### src/rtl/vtp_pkg.sv
`default_nettype none
// ----------------------------------------------------------------------------
// vtp_pkg
// Types and constants for the vertex transform and perspective divide block.
// ----------------------------------------------------------------------------
package vtp_pkg;

    localparam int FRAC_BITS = 16;
    localparam int W         = 32;
    // quotient bits: dividend is tx shifted up by FRAC_BITS
    localparam int DIV_BITS  = W + FRAC_BITS;
    // stages of the matrix front end before the divider chain
    localparam int PRE_STAGES = 3;

    localparam logic [2:0] REG_X_A = 3'd0;
    localparam logic [2:0] REG_X_B = 3'd1;
    localparam logic [2:0] REG_Y_A = 3'd2;
    localparam logic [2:0] REG_Y_B = 3'd3;
    localparam logic [2:0] REG_Z_A = 3'd4;
    localparam logic [2:0] REG_Z_B = 3'd5;

    // one divider cell's contents, handed down the chain whenever the pipe is enabled
    typedef struct packed {
        logic                      vld;
        logic [DIV_BITS-1:0]       nx;    // dividend magnitude shifting out
        logic [DIV_BITS-1:0]       ny;
        logic [W:0]                rx;    // partial remainders
        logic [W:0]                ry;
        logic [DIV_BITS-1:0]       qx;    // quotient bits shifting in
        logic [DIV_BITS-1:0]       qy;
        logic [W-1:0]              dmag;  // divisor magnitude
        logic                      negx;  // quotient sign
        logic                      negy;
        logic [W-1:0]              depth;
        logic                      zero;
        logic                      sat;
    } div_cell_t;

    function automatic logic [W-1:0] sat32(input logic signed [W+24:0] v,
                                           output logic f);
        logic signed [W+24:0] mx;
        logic signed [W+24:0] mn;
        begin
            mx = (W+25)'(signed'({1'b0, {(W-1){1'b1}}}));
            mn = -mx - 1;
            f  = 1'b0;
            if (v > mx) begin f = 1'b1; sat32 = {1'b0, {(W-1){1'b1}}}; end
            else if (v < mn) begin f = 1'b1; sat32 = {1'b1, {(W-1){1'b0}}}; end
            else sat32 = v[W-1:0];
        end
    endfunction

endpackage
`default_nettype wire

### src/rtl/vtp_div_cell.sv
`default_nettype none
// ----------------------------------------------------------------------------
// vtp_div_cell
// One restoring-division step for x and y, with the item's side fields.
// ----------------------------------------------------------------------------
module vtp_div_cell (
    input  wire                clk,
    input  wire                rst_n,
    input  wire                en,
    input  vtp_pkg::div_cell_t cell_in,
    output vtp_pkg::div_cell_t cell_out
);

    vtp_pkg::div_cell_t cell_next;
    logic                                   vld_reg;
    logic [$bits(vtp_pkg::div_cell_t)-2:0]  payload_reg;
    logic [vtp_pkg::W:0] trx;
    logic [vtp_pkg::W:0] try_;
    logic [vtp_pkg::W:0] dext;

    // shift one dividend bit into each remainder and try the subtract
    always_comb
    begin
        cell_next = cell_in;
        dext = {1'b0, cell_in.dmag};
        trx  = {cell_in.rx[vtp_pkg::W-1:0], cell_in.nx[vtp_pkg::DIV_BITS-1]};
        try_ = {cell_in.ry[vtp_pkg::W-1:0], cell_in.ny[vtp_pkg::DIV_BITS-1]};
        cell_next.nx = {cell_in.nx[vtp_pkg::DIV_BITS-2:0], 1'b0};
        cell_next.ny = {cell_in.ny[vtp_pkg::DIV_BITS-2:0], 1'b0};
        if (trx >= dext)
        begin
            cell_next.rx = trx - dext;
            cell_next.qx = {cell_in.qx[vtp_pkg::DIV_BITS-2:0], 1'b1};
        end
        else
        begin
            cell_next.rx = trx;
            cell_next.qx = {cell_in.qx[vtp_pkg::DIV_BITS-2:0], 1'b0};
        end
        if (try_ >= dext)
        begin
            cell_next.ry = try_ - dext;
            cell_next.qy = {cell_in.qy[vtp_pkg::DIV_BITS-2:0], 1'b1};
        end
        else
        begin
            cell_next.ry = try_;
            cell_next.qy = {cell_in.qy[vtp_pkg::DIV_BITS-2:0], 1'b0};
        end
    end

    // valid bit under reset, payload free
    always_ff @(posedge clk or negedge rst_n)
    begin
        if (!rst_n)
            vld_reg <= 1'b0;
        else if (en)
            vld_reg <= cell_next.vld;
    end

    always_ff @(posedge clk)
    begin
        if (en)
            payload_reg <= cell_next[$bits(vtp_pkg::div_cell_t)-2:0];
    end

    assign cell_out = {vld_reg, payload_reg};

endmodule
`default_nettype wire

### config.mk
export PLATFORM = sky130hd
export DESIGN_NAME = vtp_div_cell
export DESIGN_NICKNAME = d
export VERILOG_FILES = /design/src/rtl/vtp_pkg.sv /design/src/rtl/vtp_div_cell.sv
export SDC_FILE = /design/constraint.sdc
export NUM_CORES = 1
export LEC_CHECK = 0
export BUFFER_PORTS_ARGS = -buffer_cell sky130_fd_sc_hd__buf_2
export CAP_MARGIN = 20
export CORE_AREA = 4 4 251 253
export DETAILED_ROUTE_END_ITERATION = 10
export DIE_AREA = 0 0 255 257
export PLACE_DENSITY_LB_ADDON = 0.2
export SYNTH_ARGS = -nofsm -noshare
export SYNTH_HDL_FRONTEND = slang
export SYNTH_SLANG_ARGS = --single-unit
### constraint.sdc
create_clock -name clk -period 1.1 [get_ports clk]
set_clock_uncertainty 0.2 [all_clocks]
set_input_delay 0.22 -clock clk [delete_from_list [all_inputs] [get_ports clk]]
set_output_delay 0.22 -clock clk [all_outputs]
set_load 0.05 [all_outputs]
# Word-level counts from Yosys, hierarchy flattened
# Cells that the tools add are included.
dict set report op_classes {
  add_sub_neg 2
  magnitude_cmp 2
  mux 4
}
# op n
set ops {}
lappend ops {{33-bit by 32-bit >= comparator with 1-bit output} 2}
lappend ops {{33-bit two-way mux} 2}
lappend ops {{33-bit by 32-bit subtractor with 33-bit output} 2}
lappend ops {{1-bit two-way mux} 2}
dict set report word_totals {
  register_bits 325
  in_bits 330
  elab_cells 10
}

# Logic depth before layout (Yosys ltp)
dict set report logic_depth {
  word_depth 2
  mapped_depth 13
  depth_no_buf 11
}

# Least setup slack after synthesis
# Ideal clock, no wire load.
dict set report synth_timing {
  kind {input port to flip-flop}
  startpoint {in cell_in[325] (netlist name)}
  endpoint {reg payload_reg[225] (netlist name), data pin}
  arrival_ps 2514
  required_time_ps 640
  path_slack_ps -1874
  cell_stages 11
  cell_sequence {inv_1 -> ha_1 -> fa_1 -> nand2b_1 -> a21oi_1 -> o21ai_0 -> o31a_1 -> o311ai_1 -> a21oi_1 -> xnor2_1 -> mux2_2}
}
# element line_no
set synth_lines {}
lappend synth_lines {{from (decl)} vtp_div_cell.sv:10} ;# input vtp_pkg::div_cell_t cell_in,
lappend synth_lines {{to (signal assigned)} vtp_div_cell.sv:64} ;# payload_reg <= cell_next[$bits(vtp_pkg::div_cell_t)-2:0];
lappend synth_lines {{to (decl)} vtp_div_cell.sv:16} ;# logic [$bits(vtp_pkg::div_cell_t)-2:0] payload_reg;

==> results.md <==
Finish:
- The register with the most flip-flops in the layout has 324 of them.
- The filler cells instantiated in the layout total between 5000 and 6000.
- The synthesis-to-layout area growth is 109%.
- After routing the design area is around 30000 sq um.
- The combined area of the multi-input logic cells is 5320 sq um.
- After the last flow step, the layout net total stands at 2727.
- The area taken by flip-flops and latches is 9750 sq um.
- The share of cells above drive strength 1 is 0.533.

Run status:
- The checks that failed: hold timing, setup timing.
- The flow ran to the end, but the final reports show violations.

Synthesis:
- The count of state elements after synthesis is 325.
- The share of the yosys chip area belonging to registers is 0.690.
- The average instance in the mapped netlist occupies around 14 sq um.
- During synthesis, Yosys emitted a total of 0 warnings.
- After synthesis, the largest family of logic cells by area is compound AO/OA/AOI/OAI gates.
- In this run, distinct cell masters in the synthesized netlist total between 60 and 70.
- In this run, synthesis inferred around 320 flip-flops with an integrated enable.
- The post-synth design cell area is 14100 sq um.
- The share of cell area taken by muxes after synthesis is 0.0120.
- The area fraction in compound gates after synthesis is 0.110.
- Of the total synthesized cell area, the portion taken by XOR and XNOR cells is 0.0329.
- The gate count of the mapped netlist is between 1000 and 1500.
- Of all flip-flops after synthesis, the portion carrying an async set or reset was 0.00308.
- Of the total synthesized cell area, the portion taken by AND, OR, NAND and NOR gates is 0.0732.
- Of the total synthesized cell area, the portion taken by full adders, half adders and majority gates is 0.0595.
- In the synthesized netlist the dominant register cell turns out to be sky130_fd_sc_hd__edfxtp_1.

STA:
- Setup repair after global routing could not meet its margin everywhere.
- Static timing analysis puts the maximum clock frequency at 0.399 GHz.
- The final setup violation count is between 700 and 800.
- After layout, the worst setup slack is -1.40 ns.
- The final hold violation count came to 6.
- Of the available clock period, the critical path in the final layout requires 2.28.
- The worst hold slack across all endpoints is -0.286 ns.
- The number of pins exceeding their max-slew limit in the final report is 0.
- The minimum clock period after layout is around 2.5 ns.

Clock network:
- The H-tree depth is 2.
- The clock passes through at most 3 buffers.
- The clock network latency to the later pin of the worst-skew pair is roughly 0.54 ns.
- Counting the buffers created by CTS gives 39.
- The number of clock sinks seen by CTS is about 330.
- The root buffer selected by CTS is sky130_fd_sc_hd__clkbuf_16.
- The TritonCTS clock tree is built.
- The clock-pin slew on the worst setup and hold paths is 0.06 ns.

Job:
- The number of max-cap violations is 0.

Die:
- In this run the count of I/O pins placed on the die edge is approximately 660.
- The placeable core region is 61000 sq um.
- The initial utilization of the core area, before any placement, comes to 0.232.
- The floorplan step set the die height to around 260 microns.
- The die footprint is about 66000 sq um.
- In this run the core area contains between 90 and 100 standard-cell rows.
- The die boundary width is around 260 microns.

Worst setup path:
- Data on the critical path is required at its endpoint by between 1 and 1.5 ns.
- The kind of critical path is in -> reg.
- The worst register-to-register path has a setup slack of between 0.1 and 0.15 ns.
- STA classifies the critical path startpoint as a primary input.
- The maximum fanout along the worst path is 9.
- The endpoint kind of the worst setup timing path is a flip-flop.
- In this run the critical register-to-register path is launched from vld_reg$_DFFE_PN0P_.
- Data arrives at the worst endpoint at approximately 2.6 ns.
- The critical path startpoint is cell_in[46].

GRT:
- Entering global routing, the biggest net connects 38 pins.
- The total grt overflow is 0.
- The initial antenna violation count is 20.
- Across every metal layer, demand over resource in global routing totals 0.207.
- The wire length of the first global-routing pass is about 100 mm.
- The via count of the first global-routing pass is 14900.

Min path:
- In this run the most critical hold path is launched from cell_in[36].
- In this run the worst hold path is classified as in -> reg.

Drt:
- The number of remaining DRC errors is 0.
- The initial DRC count is ~700.
- Before antenna repair, the detailed router went through 5 iterations.
- The number of vias in the routed layout is between 10000 and 15000.
- The total detailed-routing wirelength is slightly above 70 mm.
- Dividing the detail-routed via count by the number of cells gives 4.36.
- The wire length per cell is ~23 microns.
- The residual antenna-violating net count after detailed routing is 0.

Place:
- Prior to clock tree synthesis, the placed netlist has a worst setup slack of -2.19 ns.
- The total placed instance area is ~22000 sq um.
- The congestion estimate from routability-driven global placement came to between 0.8 and 0.9.
- Buffers placed on the I/O ports in this run total 650.
- After legalization and detailed placement, the total HPWL measured 54.6 mm.

Power:
- Power spread over the standard cell area amounts to between 1000 and 1500 nW/um^2.
- The overall power consumption is around 0.044 W.
- For this design the static power due to leakage is about 13 nW.
- The worst-case IR drop observed on VDD is about 900 uV.
==> critical path: stages <==
cell,delay [ns]
sky130_fd_sc_hd__buf_8,0.08
sky130_fd_sc_hd__clkinvlp_4,0.11
sky130_fd_sc_hd__ha_4,0.26
sky130_fd_sc_hd__buf_6,0.12
sky130_fd_sc_hd__a2111oi_4,0.33
sky130_fd_sc_hd__o21ai_1,0.13
sky130_fd_sc_hd__a22oi_2,0.22
sky130_fd_sc_hd__a31oi_4,0.16
sky130_fd_sc_hd__a211oi_4,0.29
sky130_fd_sc_hd__o31ai_4,0.13
sky130_fd_sc_hd__buf_12,0.18
sky130_fd_sc_hd__nor2b_4,0.12
sky130_fd_sc_hd__mux2_4,0.24
==> final timing paths <==
kind	to	cells after the start
setup / recovery	payload_reg[229]$_DFFE_PP_	13
hold / removal	payload_reg[36]$_DFFE_PP_	1
setup reg to reg	vld_reg$_DFFE_PN0P_	1
hold reg to reg	vld_reg$_DFFE_PN0P_	1
max in group asynchronous	vld_reg$_DFFE_PN0P_	3
min in group asynchronous	vld_reg$_DFFE_PN0P_	3
==> repair_timing <==
action,CTS,global route
hold buffers,319,1
cloned,4,1
hold endpoints to repair,347,31
setup buffers,30,21
endpoints found under the setup margin,393,718
resized for setup,689,99
pin swaps,53,64
==> synthesized netlist by cell type (3+ instances only) <==
cell | instances | share of area
sky130_fd_sc_hd__nor2_1 | 64 | 0.017
sky130_fd_sc_hd__nand4_1 | 9 | 0.0040
sky130_fd_sc_hd__nand2_1 | 63 | 0.017
sky130_fd_sc_hd__ha_1 | 64 | 0.057
sky130_fd_sc_hd__buf_2 | 5 | 0.0018
sky130_fd_sc_hd__nand3_1 | 17 | 0.0060
sky130_fd_sc_hd__a31oi_1 | 7 | 0.0031
sky130_fd_sc_hd__o21a_1 | 6 | 0.0032
sky130_fd_sc_hd__xor2_1 | 25 | 0.015
sky130_fd_sc_hd__mux2_2 | 15 | 0.012
sky130_fd_sc_hd__a211o_1 | 3 | 0.0019
sky130_fd_sc_hd__o31a_1 | 4 | 0.0025
sky130_fd_sc_hd__o31ai_1 | 10 | 0.0053
sky130_fd_sc_hd__o211ai_1 | 5 | 0.0027
sky130_fd_sc_hd__nand2b_1 | 8 | 0.0035
sky130_fd_sc_hd__or3_1 | 7 | 0.0031
sky130_fd_sc_hd__xnor2_1 | 28 | 0.017
sky130_fd_sc_hd__and2_1 | 5 | 0.0022
sky130_fd_sc_hd__a211oi_1 | 8 | 0.0043
sky130_fd_sc_hd__o21bai_1 | 6 | 0.0032
sky130_fd_sc_hd__buf_4 | 3 | 0.0016
sky130_fd_sc_hd__nor2b_1 | 10 | 0.0044
sky130_fd_sc_hd__edfxtp_1 | 324 | 0.69
sky130_fd_sc_hd__o21ai_0 | 52 | 0.018
sky130_fd_sc_hd__clkbuf_1 | 18 | 0.0048
sky130_fd_sc_hd__nor3_1 | 17 | 0.0060
sky130_fd_sc_hd__or2_2 | 3 | 0.0013
sky130_fd_sc_hd__a21boi_0 | 5 | 0.0027
sky130_fd_sc_hd__a21o_1 | 30 | 0.016
sky130_fd_sc_hd__and3_1 | 9 | 0.0040
sky130_fd_sc_hd__inv_1 | 48 | 0.013
sky130_fd_sc_hd__a21oi_1 | 86 | 0.030
sky130_fd_sc_hd__nor4_1 | 3 | 0.0013
==> metal layers <==
layer / part of all wire / vias to the layer above / GRT usage
met4: 0.058 / 12 / 0.0970
met2: 0.51 / 482 / 0.376
met1: 0.37 / 6646 / 0.225
met5: 0.0012 / - / 0
met3: 0.063 / 148 / 0.0500
li1: - / 6475 / -
==> layout by cell type (no fill, tap or decap), types with 7 or more instances in the layout <==
cell and n:
sky130_fd_sc_hd__inv_2 11, sky130_fd_sc_hd__buf_2 319, sky130_fd_sc_hd__nor2_1 40, sky130_fd_sc_hd__edfxtp_1 324, sky130_fd_sc_hd__buf_8 9, sky130_fd_sc_hd__diode_2 8, sky130_fd_sc_hd__ha_1 38, sky130_fd_sc_hd__mux2_4 14
sky130_fd_sc_hd__dlygate4sd3_1 319, sky130_fd_sc_hd__nor2_2 16, sky130_fd_sc_hd__nand2b_1 7, sky130_fd_sc_hd__nand2_4 15, sky130_fd_sc_hd__nor2_4 8, sky130_fd_sc_hd__clkinv_1 7, sky130_fd_sc_hd__and3_1 9, sky130_fd_sc_hd__clkbuf_16 41
sky130_fd_sc_hd__ha_4 25, sky130_fd_sc_hd__nor3_1 9, sky130_fd_sc_hd__clkinv_2 10, sky130_fd_sc_hd__xor2_1 22, sky130_fd_sc_hd__o21ai_1 9, sky130_fd_sc_hd__buf_12 82, sky130_fd_sc_hd__o21ai_2 17, sky130_fd_sc_hd__xnor2_1 25
sky130_fd_sc_hd__buf_4 303, sky130_fd_sc_hd__nor3_2 7, sky130_fd_sc_hd__buf_6 279, sky130_fd_sc_hd__nand3_1 13, sky130_fd_sc_hd__a21oi_1 64, sky130_fd_sc_hd__or3_1 7, sky130_fd_sc_hd__inv_1 32, sky130_fd_sc_hd__nand2_1 42
sky130_fd_sc_hd__nand4_1 9, sky130_fd_sc_hd__o21ai_0 24, sky130_fd_sc_hd__a21oi_2 18, sky130_fd_sc_hd__a21o_1 30
==> logic make-up (layout without fill, tap and decap cells) <==
family                   after synthesis  count (layout)
flip-flops                           325             325
AO/OA/AOI/OAI                        247             247
buffers and inverters                 77            1432
multiplexers                          15              15
AND/OR/NAND/NOR                      221             221
other                                  1              10
adder cells (fa/ha/maj)               66              66
XOR/XNOR                              53              53
==> final cells by class <==
class                   instances  area share
multi-input cells             604       0.180
clock buffers                  44      0.0343
inverters                      49     0.00749
repair buffers               1312       0.406
diodes                          8    0.000677
well taps                     790      0.0334
clock inverters                27     0.00859
flip-flops and latches        325       0.330
==> per-stage QoR <==
step / hold WS, ns / cells / utilization / setup TNS [ns]
detailed placement: -0.190 / 2717 / 0.360 / -187.24
CTS: -0.333 / 3139 / 0.477 / -356.71
floorplan: -0.276 / 1006 / - / -102.49
finish: -0.286 / 3159 / 0.485 / -346.52
global placement: -0.189 / 2717 / 0.360 / -184.24
global route: -0.330 / 3156 / 0.485 / -368.63
==> report_power, final <==
part,internal [W],switching (W)
sequential,0.0151,0.000688
clock,0.00761,0.00542
combinational,0.00662,0.00833
No activity file was read; power rests on OpenSTA's default activity.
